[config.mk]
export PLATFORM = sky130hd
export DESIGN_NAME = nnpt_ctrl
export DESIGN_NICKNAME = d
export VERILOG_FILES = /design/src/hdl/nnpt_pkg.sv /design/src/hdl/nnpt_ctrl.sv
export SDC_FILE = /design/constraint.sdc
export NUM_CORES = 1
export LEC_CHECK = 0
export ABC_CLOCK_PERIOD_IN_PS = 3600
export BUFFER_PORTS_ARGS = -buffer_cell sky130_fd_sc_hd__buf_2
export CAP_MARGIN = 30
export CORE_AREA = 3 3 65 61
export CTS_BUF_LIST = sky130_fd_sc_hd__clkbuf_4 sky130_fd_sc_hd__clkbuf_8
export DETAILED_ROUTE_END_ITERATION = 8
export DIE_AREA = 0 0 68 64
export PLACE_DENSITY_LB_ADDON = 0.1
export SYNTH_ARGS = -nofsm -noshare
export SYNTH_HDL_FRONTEND = slang
export SYNTH_SLANG_ARGS = --single-unit
[constraint.sdc]
create_clock -name clk -period 3.6 [get_ports clk]
set_clock_uncertainty 0.15 [all_clocks]
set_input_delay 0.54 -clock clk [delete_from_list [all_inputs] [get_ports clk]]
set_output_delay 0.54 -clock clk [all_outputs]
set_load 0.005 [all_outputs]
[src/hdl/nnpt_pkg.sv]
package nnpt_pkg;

    localparam int unsigned MaxTracksDef = 16;
    localparam int unsigned MaxDetectionsDef = 16;

    localparam logic [22:0] MatchDistanceRst = 23'd256;
    localparam logic [8:0]  SmoothingGainRst = 9'd128;
    localparam logic [7:0]  StaleLimitRst    = 8'd10;

    localparam logic [1:0] RegMatchDistance = 2'd0;
    localparam logic [1:0] RegSmoothingGain = 2'd1;
    localparam logic [1:0] RegStaleLimit    = 2'd2;

    typedef struct packed {
        logic signed [23:0] point_x;
        logic signed [23:0] point_y;
        logic               has_point;
        logic               frame_end;
    } point_item_t;

    typedef struct packed {
        logic [15:0]        track_id;
        logic signed [23:0] track_x;
        logic signed [23:0] track_y;
        logic               seen_now;
        logic               no_tracks;
        logic               overflowed;
        logic               last_of_frame;
    } track_item_t;

    // controller to datapath
    typedef struct packed {
        logic store_det;
        logic clr_frame;
        logic det_rd;
        logic best_clr;
        logic dist_acc;
        logic upd_track;
        logic new_track;
        logic cmp_rd;
        logic cmp_wr;
        logic emit_trk;
        logic emit_none;
    } nnpt_cmd_t;

    // datapath to controller
    typedef struct packed {
        logic det_taken;
        logic found;
        logic stale;
        logic det_full;
        logic trk_full;
    } nnpt_sts_t;

endpackage

[src/hdl/nnpt_ctrl.sv]
module nnpt_ctrl import nnpt_pkg::*; #(
    parameter int unsigned MAX_TRACKS = MaxTracksDef,
    parameter int unsigned MAX_DETECTIONS = MaxDetectionsDef
) (
    input  logic                              clk,
    input  logic                              rst_n,
    input  logic                              start,
    input  point_item_t                       item,
    input  nnpt_sts_t                         sts,
    input  logic [$clog2(MAX_TRACKS):0]       track_count,
    input  logic [$clog2(MAX_DETECTIONS):0]   det_count,
    output nnpt_cmd_t                         cmd,
    output logic [$clog2(MAX_TRACKS)-1:0]     trk_idx,
    output logic [$clog2(MAX_TRACKS)-1:0]     wr_idx,
    output logic [$clog2(MAX_DETECTIONS)-1:0] det_idx,
    output logic                              busy
);

    localparam int unsigned TW = $clog2(MAX_TRACKS);
    localparam int unsigned DW = $clog2(MAX_DETECTIONS);

    localparam logic [3:0] S_IDLE  = 4'd0;
    localparam logic [3:0] S_TRD   = 4'd1;
    localparam logic [3:0] S_DIST  = 4'd2;
    localparam logic [3:0] S_URD   = 4'd3;
    localparam logic [3:0] S_UPD   = 4'd4;
    localparam logic [3:0] S_NRD   = 4'd5;
    localparam logic [3:0] S_NEW   = 4'd6;
    localparam logic [3:0] S_CRD   = 4'd7;
    localparam logic [3:0] S_CWR   = 4'd8;
    localparam logic [3:0] S_ERD   = 4'd9;
    localparam logic [3:0] S_EMIT  = 4'd10;
    localparam logic [3:0] S_START = 4'd11;

    logic [3:0]  state_reg, state_next;
    logic [TW:0] t_reg, t_next;
    logic [TW:0] w_reg, w_next;
    logic [DW:0] d_reg, d_next;
    logic [TW:0] tc;

    assign tc = track_count;

    always_comb
    begin
        state_next = state_reg;
        t_next     = t_reg;
        w_next     = w_reg;
        d_next     = d_reg;
        cmd        = '0;
        case (state_reg)
            S_IDLE:
            begin
                if (start)
                begin
                    cmd.store_det = item.has_point;
                    if (item.frame_end)
                    begin
                        state_next = S_START;
                    end
                end
            end
            S_START:
            begin
                t_next = '0;
                state_next = (tc == '0) ? S_NRD : S_TRD;
                d_next = '0;
            end
            S_TRD:
            begin
                cmd.best_clr = 1'b1;
                d_next = '0;
                state_next = (det_count == '0) ? S_URD : S_DIST;
            end
            S_DIST:
            begin
                cmd.dist_acc = 1'b1;
                d_next = d_reg + 1'b1;
                if (d_reg + 1'b1 == det_count)
                begin
                    state_next = S_URD;
                end
            end
            S_URD:
            begin
                cmd.det_rd = 1'b1;
                state_next = S_UPD;
            end
            S_UPD:
            begin
                cmd.upd_track = 1'b1;
                t_next = t_reg + 1'b1;
                d_next = '0;
                if (t_reg + 1'b1 == tc)
                begin
                    state_next = S_NRD;
                end
                else
                begin
                    state_next = S_TRD;
                end
            end
            S_NRD:
            begin
                if (d_reg == det_count)
                begin
                    t_next = '0;
                    w_next = '0;
                    state_next = (tc == '0) ? S_ERD : S_CRD;
                end
                else if (sts.det_taken)
                begin
                    d_next = d_reg + 1'b1;
                end
                else
                begin
                    state_next = S_NEW;
                end
            end
            S_NEW:
            begin
                cmd.new_track = 1'b1;
                d_next = d_reg + 1'b1;
                state_next = S_NRD;
            end
            S_CRD:
            begin
                state_next = S_CWR;
            end
            S_CWR:
            begin
                t_next = t_reg + 1'b1;
                if (!sts.stale)
                begin
                    cmd.cmp_wr = 1'b1;
                    w_next = w_reg + 1'b1;
                end
                if (t_reg + 1'b1 == tc)
                begin
                    cmd.cmp_rd = 1'b1;
                    t_next = '0;
                    state_next = S_ERD;
                end
                else
                begin
                    state_next = S_CRD;
                end
            end
            S_ERD:
            begin
                state_next = S_EMIT;
            end
            S_EMIT:
            begin
                if (tc == '0)
                begin
                    cmd.emit_none = 1'b1;
                    cmd.clr_frame = 1'b1;
                    state_next = S_IDLE;
                end
                else
                begin
                    cmd.emit_trk = 1'b1;
                    t_next = t_reg + 1'b1;
                    if (t_reg + 1'b1 == tc)
                    begin
                        cmd.clr_frame = 1'b1;
                        state_next = S_IDLE;
                    end
                    else
                    begin
                        state_next = S_ERD;
                    end
                end
            end
            default:
            begin
                state_next = S_IDLE;
            end
        endcase
    end

    always_ff @(posedge clk or negedge rst_n)
    begin
        if (!rst_n)
        begin
            state_reg <= S_IDLE;
            t_reg     <= '0;
            w_reg     <= '0;
            d_reg     <= '0;
        end
        else
        begin
            state_reg <= state_next;
            t_reg     <= t_next;
            w_reg     <= w_next;
            d_reg     <= d_next;
        end
    end

    // S_DIST reads detection d+1 ahead of use: address from next value
    assign det_idx = DW'((state_reg == S_DIST || state_reg == S_TRD) ? d_next :
                         (state_reg == S_URD || state_reg == S_UPD) ? d_reg : d_reg);
    assign trk_idx = t_reg[TW-1:0];
    assign wr_idx  = w_reg[TW-1:0];
    assign busy    = (state_reg != S_IDLE);

`ifndef NO_ASSERTIONS
    a_idle_no_cmd: assert property (@(posedge clk) disable iff (!rst_n)
        (state_reg == S_IDLE) |-> !(cmd.emit_trk || cmd.upd_track || cmd.new_track))
        else $error("datapath command while idle");
    a_emit_in_range: assert property (@(posedge clk) disable iff (!rst_n)
        cmd.emit_trk |-> (t_reg < tc))
        else $error("emit beyond table");
    a_done_idle: assert property (@(posedge clk) disable iff (!rst_n)
        cmd.clr_frame |=> (state_reg == S_IDLE))
        else $error("frame end not followed by idle");
`endif

endmodule

==> Flow_metrics.wiki, run 1 <==
{| class="wikitable"
! Metric !! Value
|-
| Status || finished, final reports clean
|-
| Share of the synthesized area in the top cell type || 0.278
|-
| Via count of the first global-routing pass || 1,511
|-
| Met3 wire length || 208 um
|-
| Async set-reset flop share out of synthesis || 1.00
|-
| EDFF count, synth || 0
|-
| Setup repair after global routing missed its margin || no
|-
| Total count of max-transition violations in the final report || 0
|-
| GRT Util Overall || 0.204
|-
| Leakage || 0.831 nW
|-
| Average cell area after synthesis || 8.14 um^2
|-
| Top flip-flop cell by instance count after synthesis || sky130_fd_sc_hd__dfrtp_1
|-
| Share of synthesized area occupied by flip-flops and latches || 0.278
|-
| Top-level port count || 92
|-
| Capture point of the worst reg-to-reg path || t_reg[1]
|-
| Clk Latency, worst-skew pair || 0.26 ns
|-
| Clock root buffer || sky130_fd_sc_hd__clkbuf_8
|-
| Number of H-tree levels || 1
|-
| Initial antenna violation count || 0
|-
| Filler Cell Count || 343
|-
| Detailed-routing iteration count for the pre-antenna-repair pass || 4
|-
| Final nets || 305
|-
| Most frequent cells in the layout || sky130_fd_sc_hd__buf_2, sky130_fd_sc_hd__nor2_1, sky130_fd_sc_hd__dfrtp_1, sky130_fd_sc_hd__o21ai_0, sky130_fd_sc_hd__nand2_1
|-
| Worst vdd rail ir drop || 0.000392 V
|-
| Highest-delay cell along the critical path || sky130_fd_sc_hd__dfrtp_1
|-
| Synth warnings || 0
|-
| Area of the mapped netlist || between 0.0015 and 0.002 mm^2
|-
| Total clock sinks || 18
|-
| CTS tree || done
|-
| Total Negative Setup Slacks || 0 ns
|-
| M1 wire length || roughly 1.9 mm
|-
| Number of unique standard cell types used by synthesis || 59
|-
| Highest metal layer used by the detailed router || met4
|-
| Detailed Route WL || 4.06 mm
|-
| Critical Path Fanout Max || 17
|-
| Arrival time of data at the critical path endpoint || 2.36 ns
|-
| Clock period minus worst slack || 3.05 ns
|-
| Count of non-filler cells in the finished layout || 277
|-
| Remaining global-route overflow || 0
|-
| Req. time, crit path || 2.91 ns
|-
| Number of diodes || 0
|-
| Number of buffers and inverters on the critical path || 1
|-
| Worst slew margin relative to its limit || 0.464
|-
| Clock Path Buffers || 2
|-
| Clock transition at the registers of the reported paths || about 0.07 ns
|-
| Power density cells || 701 mW/mm^2
|-
| Cell family with most CP delay || compound AO/OA/AOI/OAI gates
|-
| Met2 WL post-DR || 1.92 mm
|-
| Leading cell type in the layout, fill and taps excluded || sky130_fd_sc_hd__buf_2
|-
| Origin of the critical flop-to-flop path || t_reg[0]
|-
| Number of DRC markers in iteration 0 || 82
|-
| Number of placement rows || 20
|-
| Final setup vio count || 0
|-
| Share of post-route cells with drive strength above 1 || 0.266
|-
| Cell count after placement || about 270
|-
| IO buf count || 40
|-
| Cell-by-cell listing of the critical path || and4bb_2 -> nand2_1 -> a21oi_1 -> o21ai_0 -> a31oi_1 -> buf_2
|-
| Cell type with the largest total area after synthesis || sky130_fd_sc_hd__dfrtp_1
|-
| Max Cap Violations || 0
|-
| Worst-case reg-to-reg path depth || 5
|-
| Width of the die || 68 um
|-
| Total of cells resized after clock tree synthesis || 0
|-
| Final hold vios || 0
|-
| Maximum operating frequency || 328 MHz
|-
| Flop2flop setup slack || 1.17 ns
|-
| Worst Max-Slew Pin Slew || 0.802 ns
|-
| Cells taking the most area after synthesis || sky130_fd_sc_hd__dfrtp_1, sky130_fd_sc_hd__o21ai_0, sky130_fd_sc_hd__xor2_1
|-
| Category of the most critical setup path || register to output pin
|-
| Layout overhead on the synthesized area || 15.8%
|-
| Vertical die dimension || between 60 and 70 um
|-
| Delay of the slowest critical-path stage || between 0.5 and 0.6 ns
|-
| Routed wire length per instance || 14.7 um
|-
| Per-cell via count in the routed design || about 5.8
|-
| Pin count of the biggest net entering global routing || 19
|-
| Core region area || 0.00335 mm^2
|-
| Overall power consumption || 1.31 mW
|-
| Type of origin of the critical path || register
|-
| Die Area || 0.00435 mm^2
|-
| Kind of end point of the critical path || output pin
|-
| Classification of the worst-slack hold path || input port to async pin
|-
| Hold buffers post-CTS || 0
|-
| Antenna-violating nets left || 0
|-
| HPWL Detailed || approximately 3.1 mm
|-
| Initial cell density of the core || 0.483
|-
| Remaining routing DRC violations || 0
|-
| Routability-driven placement congestion ratio || about 0.86
|-
| Synthesis-stage register bit count || 18
|-
| Instance count of the mapped netlist || 199
|-
| Routed vias || 1,611
|-
| Syn_nets || between 200 and 300
|-
| Ratio of final minimum period to clock period || 0.846
|-
| Postcts setup bufs || 0
|-
| Global-route wire length before repair || approximately 7.0 mm
|-
| Num CTS Buffers || 3
|}
==> power breakdown <==
group | switching [mW] | internal [mW] | leakage, nW
clock network | 0.0676 | 0.0972 | 0.0288
registers | 0.141 | 0.271 | 0.237
logic | 0.400 | 0.338 | 0.565
total | 0.609 | 0.706 | 0.831
==> area by class of cell <==
class | instances | area [um^2] | share of cell area
Inverter | 7 | 26.3 | 0.0140
Sequential cell | 18 | 450 | 0.240
Clock buffer | 4 | 55.1 | 0.0294
Timing Repair Buffer | 41 | 208 | 0.111
Multi-Input combinational cell | 163 | 1080 | 0.576
Tap cell | 44 | 55.1 | 0.0294
==> cells in the mapped netlist, types with 2 or more instances <==
cell type,instances
sky130_fd_sc_hd__nor4_1,3
sky130_fd_sc_hd__a211o_1,2
sky130_fd_sc_hd__buf_4,4
sky130_fd_sc_hd__xnor2_1,6
sky130_fd_sc_hd__and3_1,2
sky130_fd_sc_hd__ha_1,3
sky130_fd_sc_hd__a21oi_1,8
sky130_fd_sc_hd__mux2_2,2
sky130_fd_sc_hd__o211ai_1,2
sky130_fd_sc_hd__a41oi_1,2
sky130_fd_sc_hd__nand2_1,11
sky130_fd_sc_hd__o21ai_0,16
sky130_fd_sc_hd__nor3_2,2
sky130_fd_sc_hd__nor2_1,19
sky130_fd_sc_hd__inv_1,7
sky130_fd_sc_hd__o31ai_1,4
sky130_fd_sc_hd__or2_2,5
sky130_fd_sc_hd__a31oi_1,4
sky130_fd_sc_hd__a22oi_1,4
sky130_fd_sc_hd__or3_1,2
sky130_fd_sc_hd__clkbuf_1,2
sky130_fd_sc_hd__xor2_1,9
sky130_fd_sc_hd__o21bai_1,2
sky130_fd_sc_hd__nand3_1,5
sky130_fd_sc_hd__nor2b_1,4
sky130_fd_sc_hd__a211oi_1,3
sky130_fd_sc_hd__a22o_1,2
sky130_fd_sc_hd__nand2b_1,4
sky130_fd_sc_hd__and2_1,2
sky130_fd_sc_hd__nor3_1,9
sky130_fd_sc_hd__buf_2,4
sky130_fd_sc_hd__dfrtp_1,18
==> metrics by stage <==
step                 util  area, um^2  setup WS (ns)  hold slack, ns
global route        0.559        1870          0.333          0.0817
floorplan               -        1620           1.35          0.0944
detailed placement  0.543        1820          0.831           0.355
CTS                 0.559        1870          0.582          0.0689
finish              0.559        1870          0.553          0.0571
global placement    0.543        1820          0.860           0.346
==> cells by family after synthesis <==
kind of cell               count (synthesis)  share of synthesized area
and+or+nand+nor                           80                      0.278
DFF                                       18                      0.278
AOI/OAI and AO/OA                         62                      0.264
xor gates and xnor gates                  15                     0.0811
muxes                                      3                     0.0201
buffers and inverters                     18                     0.0549
adders and majority gates                  3                     0.0232
==> worst max-delay path by stage <==
stage | startpoint | end | slack, ns | cells after the start
3_3_place_gp | det_count[3] | det_idx[3] | 0.86 | 7
3_5_place_dp | det_count[3] | det_idx[3] | 0.83 | 7
2_1_floorplan | det_count[0] | det_idx[3] | 1.35 | 5
6_report | state_reg[1] | det_idx[3] | 0.55 | 6
4_1_cts | state_reg[1] | det_idx[3] | 0.58 | 6
5_1_grt | state_reg[1] | det_idx[3] | 0.33 | 6
==> layer usage <==
metal,GRT usage,vias up
met1,0.281,756
met3,0.0475,4
met5,0,-
li1,-,803
met2,0.323,48
met4,0.0397,0
No activity file was read; power rests on OpenSTA's default activity.
==> run 2: changes to the inputs <==
Settings changed: ABC_CLOCK_PERIOD_IN_PS 3600 to 2800, CORE_AREA 3 3 65 61 to 3 3 71 66, DIE_AREA 0 0 68 64 to 0 0 74 69.
Clock period 3.6 ns to 2.8 ns, I/O delays scaled along.
==> run 2 against run 1 <==
Compared with the run above: power up 36%; sequential share of layout area decreased by 1.0 points; combinational power increased by 45%; wire length increased by 7.6%; hold slack improved by 0.30 ns; sequential power grew 18%; non-clock buffer count up 7; clock power up 35%; global-route usage down 2.4 points; setup slack got worse by 0.36 ns; core utilization is 7.6 points lower; largest cell class unchanged.
==> Flow_metrics.wiki, run 2 (synthesis gave the netlist of run 1 again) <==
{| class="wikitable"
! Metric !! Value
|-
| Per-cell via count in the routed design || 5.61
|-
| Vertical die dimension || 69 um
|-
| Total Negative Setup Slacks || 0 ns
|-
| IO buf count || 40
|-
| Maximum operating frequency || 383 MHz
|-
| Setup repair after global routing missed its margin || no
|-
| Antenna-violating nets left || 0
|-
| Leading cell type in the layout, fill and taps excluded || sky130_fd_sc_hd__buf_2
|-
| Remaining routing DRC violations || 0
|-
| Most frequent cells in the layout || sky130_fd_sc_hd__buf_2, sky130_fd_sc_hd__nor2_1, sky130_fd_sc_hd__dfrtp_1, sky130_fd_sc_hd__o21ai_0, sky130_fd_sc_hd__nand2_1
|-
| Crit path launch || state_reg[1]
|-
| Number of diodes || 0
|-
| Clock Path Buffers || 2
|-
| Req. time, crit path || 2.23 ns
|-
| Capture point of the worst reg-to-reg path || t_reg[2]
|-
| Arrival time of data at the critical path endpoint || between 2 and 2.5 ns
|-
| Number of DRC markers in iteration 0 || between 90 and 100
|-
| Dpl ws || 0.389 ns
|-
| Worst slew margin relative to its limit || 0.576
|-
| Detailed Route WL || ~4.4 mm
|-
| Ratio of final minimum period to clock period || 0.931
|-
| Number of placement rows || 22
|-
| Type of origin of the critical path || register
|-
| Worst Max-Slew Pin Slew || 0.631 ns
|-
| Detailed-routing iteration count for the pre-antenna-repair pass || 4
|-
| Top-level port count || 92
|-
| Delay of the slowest critical-path stage || 0.52 ns
|-
| Leakage || around 0.87 nW
|-
| Total count of max-transition violations in the final report || 0
|-
| Routed wire length per instance || about 15 um
|-
| Cell family with most CP delay || simple AND/OR/NAND/NOR gates
|-
| Die Area || roughly 0.005 mm^2
|-
| Clock transition at the registers of the reported paths || roughly 0.08 ns
|-
| Routed vias || between 1.5k and 2k
|-
| Number of H-tree levels || 1
|-
| Category of the most critical setup path || register to output pin
|-
| Cell-by-cell listing of the critical path || buf_4 -> nand2b_1 -> nor3_4 -> nor2_1 -> mux2_2 -> buf_2
|-
| HPWL Detailed || 3.29 mm
|-
| Kind of end point of the critical path || output pin
|-
| Classification of the worst-slack hold path || input port to register
|-
| Final nets || roughly 310
|-
| Initial cell density of the core || 0.400
|-
| Layout overhead on the synthesized area || 20.8%
|-
| Clock period minus worst slack || 2.61 ns
|-
| Status || finished, final reports clean
|-
| Worst hold margin || 0.358 ns
|-
| Worst-case reg-to-reg path depth || 6
|-
| Critical Path Fanout Max || 10
|-
| Share of post-route cells with drive strength above 1 || 0.288
|-
| Total clock sinks || 18
|-
| Crit path to || det_idx[0]
|-
| GRT Util Overall || 0.180
|-
| Global-route wire length before repair || 7.40 mm
|-
| Width of the die || 74 um
|-
| CTS tree || done
|-
| Num CTS Buffers || 3
|-
| Origin of the critical flop-to-flop path || state_reg[1]
|-
| Via count of the first global-routing pass || 1,568
|-
| Pin count of the biggest net entering global routing || 19
|-
| Clk Latency, worst-skew pair || between 0.2 and 0.3 ns
|-
| Final worst slack || 0.192 ns
|-
| Flop2flop setup slack || around 0.43 ns
|-
| Worst vdd rail ir drop || 0.000304 V
|-
| Remaining global-route overflow || 0
|-
| Max Cap Violations || 0
|-
| Routability-driven placement congestion ratio || slightly below 0.8
|-
| Final setup vio count || 0
|-
| Initial antenna violation count || 0
|-
| Highest-delay cell along the critical path || sky130_fd_sc_hd__dfrtp_1
|-
| Power density cells || 912 mW/mm^2
|-
| Clock root buffer || sky130_fd_sc_hd__clkbuf_8
|-
| Final hold vios || 0
|-
| Number of buffers and inverters on the critical path || 2
|-
| Core region area || 0.00405 mm^2
|-
| Startpoint of the most critical hold path || sts[2]
|-
| Critical Path Stages || 6
|}
[run 2: worst register-to-register path, cell delays in order (launching register included)]
cell and delay [ns]:
sky130_fd_sc_hd__dfrtp_1 0.49, sky130_fd_sc_hd__buf_4 0.21, sky130_fd_sc_hd__or3b_2 0.48, sky130_fd_sc_hd__o21ai_0 0.09, sky130_fd_sc_hd__o21ai_1 0.19, sky130_fd_sc_hd__or4b_1 0.51
sky130_fd_sc_hd__o211ai_1 0.17
[run 2: metrics by stage]
| step | utilization | area [um^2] | instances | total power [mW] |
|---|---|---|---|---|
| after global routing | 0.483 | 1960 | 288 | 1.95 |
| after CTS | 0.478 | 1930 | 288 | 1.76 |
| after detailed placement | 0.462 | 1870 | 283 | 1.53 |
| after floorplan | - | 1620 | 199 | 1.22 |
| final | 0.483 | 1960 | 288 | 1.78 |
| after global placement | 0.462 | 1870 | 283 | 1.54 |
[run 2: cell type report]
cell class	count	area, um^2
sequential	18	450
tap	48	60.1
multi-input combinational	163	1100
inverter	7	26.3
fill	423	2090
clock buffer	4	55.1
timing repair buffer	48	263
[run 2: repair_timing]
action | in CTS | in global routing
hold endpoints to repair | 18 | 0
buffers inserted | 0 | 0
endpoints found under the setup margin | 0 | 3
gates resized for setup | 0 | 3
hold buffers | 1 | 0
[run 2: worst min path at each step]
stage,endpoint,slack [ns],cells after the start
after global placement,w_reg[2],0.24,1
after detailed placement,w_reg[2],0.25,1
after global routing,w_reg[1],0.35,3
after floorplan,d_reg[0],-0.03,0
after CTS,w_reg[1],0.35,3
final,w_reg[1],0.36,3
[run 2: power breakdown]
| group | internal (mW) | switching (mW) |
|---|---|---|
| clock | 0.125 | 0.0983 |
| combinational | 0.478 | 0.594 |
| sequential | 0.349 | 0.139 |
[run 2: per-layer routing]
| layer | routed length (um) | GRT usage | vias to the layer above |
|---|---|---|---|
| met3 | 248 | 0.0262 | 4 |
| met4 | 29 | 0.0362 | 0 |
| li1 | - | - | 815 |
| met2 | 1960 | 0.280 | 42 |
| met5 | 0 | 0 | - |
| met1 | 2130 | 0.263 | 755 |
==> run 3: changes to the inputs <==
Settings changed: RECOVER_POWER from default to 100.
==> run 3 against run 2 <==
Compared with the run above: clock power is essentially flat; critical path type unchanged; via count grew 0.80%; combinational power is essentially flat; wire length shrank 0.27%; hold slack is essentially flat; register-to-register slack lost 0.10 ns; global-route usage is the same; non-clock buffer count is the same; power shrank 0.86%; flip-flop and latch count is the same; first-iteration DRC count shrank 2.1%; final cell count is the same; largest power group unchanged.
==> Flow_metrics.wiki, run 3 (synthesis gave the netlist of run 1 again) <==
{| class="wikitable"
! Metric !! Value
|-
| Status || finished, final reports clean
|-
| IO buf count || 40
|-
| Startpoint of the most critical hold path || sts[2]
|-
| CTS tree || done
|-
| Width of the die || 74 um
|-
| Count of non-filler cells in the finished layout || between 200 and 300
|-
| Routability-driven placement congestion ratio || 0.783
|-
| Sequential Power Share || 0.275
|-
| Arrival time of data at the critical path endpoint || 2.05 ns
|-
| Clock transition at the registers of the reported paths || 0.08 ns
|-
| Cell family with most CP delay || simple AND/OR/NAND/NOR gates
|-
| Fraction of met2 tracks used by global routing || 0.280
|-
| Layout overhead on the synthesized area || 19.6%
|-
| Initial antenna violation count || 0
|-
| Clock Path Buffers || 2
|-
| Delay of the slowest critical-path stage || 0.61 ns
|-
| Internal Pwr Total || 0.936 mW
|-
| Number of DRC markers in iteration 0 || 95
|-
| Final setup vio count || 0
|-
| Clock root buffer || sky130_fd_sc_hd__clkbuf_8
|-
| Kind of end point of the critical path || output pin
|-
| Detailed-routing iteration count for the pre-antenna-repair pass || 4
|-
| Routed vias || 1,629
|-
| Global routing met3 resource utilization || 0.0262
|-
| Overall power consumption || about 1.8 mW
|-
| Clock period minus worst slack || 2.62 ns
|-
| Type of origin of the critical path || register
|-
| Number of H-tree levels || 1
|-
| Remaining routing DRC violations || 0
|-
| Dpl ws || 0.389 ns
|-
| Die Area || slightly above 0.005 mm^2
|-
| Most congested layer reported by global routing || met2
|-
| Remaining global-route overflow || 0
|-
| Via count of the first global-routing pass || around 1.6k
|-
| Worst vdd rail ir drop || approximately 0.00030 V
|-
| Cell-by-cell listing of the critical path || clkbuf_1 -> or4b_4 -> nor2_1 -> clkbuf_1
|-
| Power density cells || 913 mW/mm^2
|-
| Final nets || 312
|-
| Postcts setup bufs || 0
|-
| Share of total power consumed by net switching || 0.470
|-
| Maximum operating frequency || 382 MHz
|-
| Leading cell type in the layout, fill and taps excluded || sky130_fd_sc_hd__buf_2
|-
| HPWL Detailed || 3.29 mm
|-
| Total clock sinks || 18
|-
| Classification of the worst-slack hold path || input port to register
|-
| Core region area || ~0.004 mm^2
|-
| Origin of the critical flop-to-flop path || state_reg[1]
|-
| Crit path launch || state_reg[0]
|-
| Per-cell via count in the routed design || 5.66
|-
| Top-level port count || 92
|-
| Ratio of final minimum period to clock period || 0.935
|-
| Clk Latency, worst-skew pair || approximately 0.26 ns
|-
| Met1 Usage GRT || 0.263
|-
| Total Negative Setup Slacks || 0 ns
|-
| Clock Power Share || 0.127
|-
| Most frequent cells in the layout || sky130_fd_sc_hd__buf_2, sky130_fd_sc_hd__nor2_1, sky130_fd_sc_hd__dfrtp_1, sky130_fd_sc_hd__o21ai_0, sky130_fd_sc_hd__clkbuf_1
|-
| Final worst slack || 0.183 ns
|-
| Net switching power figure || 0.831 mW
|-
| Number of buffers and inverters on the critical path || 2
|-
| Critical Path Fanout Max || 9
|-
| Worst slew margin relative to its limit || 0.285
|-
| Num CTS Buffers || 3
|-
| Leakage || 0.817 nW
|-
| Vertical die dimension || around 69 um
|-
| GRT Util Overall || 0.180
|-
| Routed wire length per instance || 15.1 um
|-
| Worst hold margin || 0.358 ns
|-
| Detailed Route WL || roughly 4.4 mm
|-
| Final hold vios || 0
|-
| Antenna-violating nets left || 0
|-
| Total count of max-transition violations in the final report || 0
|-
| Number of placement rows || 22
|-
| Initial cell density of the core || 0.400
|-
| Share of post-route cells with drive strength above 1 || 0.238
|-
| Setup repair after global routing missed its margin || no
|-
| Max Cap Violations || 0
|-
| Highest-delay cell along the critical path || sky130_fd_sc_hd__or4b_4
|-
| Global-route wire length before repair || 7.40 mm
|-
| Cell count after placement || around 280
|-
| Number of diodes || 0
|-
| Worst Max-Slew Pin Slew || 1.07 ns
|-
| Category of the most critical setup path || register to output pin
|-
| Cell repeated most along the worst path || sky130_fd_sc_hd__clkbuf_1
|-
| Combinational share of power || 0.598
|-
| Pin count of the biggest net entering global routing || 19
|-
| Req. time, crit path || 2.23 ns
|}
[run 3: power by group through the flow]
stage / Combinational (mW) / Clock, mW / Sequential (mW)
after floorplan: 0.780 / 0 / 0.437
after global placement: 1.05 / 0 / 0.492
after detailed placement: 1.04 / 0 / 0.489
after CTS: 1.05 / 0.230 / 0.485
after global routing: 1.19 / 0.238 / 0.506
final: 1.06 / 0.224 / 0.487
[run 3: what timing repair did]
action                                  in CTS  in global routing
endpoints found under the hold margin       18                  0
gates resized for setup                      0                  3
hold buffers                                 1                  0
endpoints found under the setup margin       0                  3
[run 3: per-stage QoR]
step / util / cell area (um^2)
5_1_grt: 0.478 / 1940
2_1_floorplan: - / 1620
3_3_place_gp: 0.462 / 1870
4_1_cts: 0.478 / 1930
6_report: 0.478 / 1940
3_5_place_dp: 0.462 / 1870
[run 3: metal layers]
layer  part of all wire  up-vias
li1                   -      819
met1               0.50      765
met2               0.45       41
met3              0.043        4
met4             0.0066        0
met5                  0        -
[run 3: worst paths after layout]
check                            to  slack [ns]  cells past startpoint
setup / recovery             cmd[2]        0.18                      4
hold / removal             w_reg[1]        0.36                      3
setup reg to reg           t_reg[2]        0.33                      6
hold reg to reg            w_reg[3]        0.39                      2
max in group asynchronous  t_reg[2]        1.13                      2
min in group asynchronous  d_reg[3]        0.72                      2
[run 3: area by class of cell]
class | instances | area (um^2)
multi-input combinational | 163 | 1100
clock buffer | 4 | 55.1
tap | 48 | 60.1
sequential | 18 | 450
inverter | 7 | 26.3
fill | 430 | 2110
timing repair buffer | 48 | 243
[run 3: worst reg2reg max path, cell delays in order (launching register included)]
cell and delay, ns:
sky130_fd_sc_hd__dfrtp_1 0.49, sky130_fd_sc_hd__buf_4 0.21, sky130_fd_sc_hd__or3b_2 0.48, sky130_fd_sc_hd__o21ai_0 0.08
sky130_fd_sc_hd__o21ai_0 0.27, sky130_fd_sc_hd__or4b_1 0.54, sky130_fd_sc_hd__o211ai_1 0.17
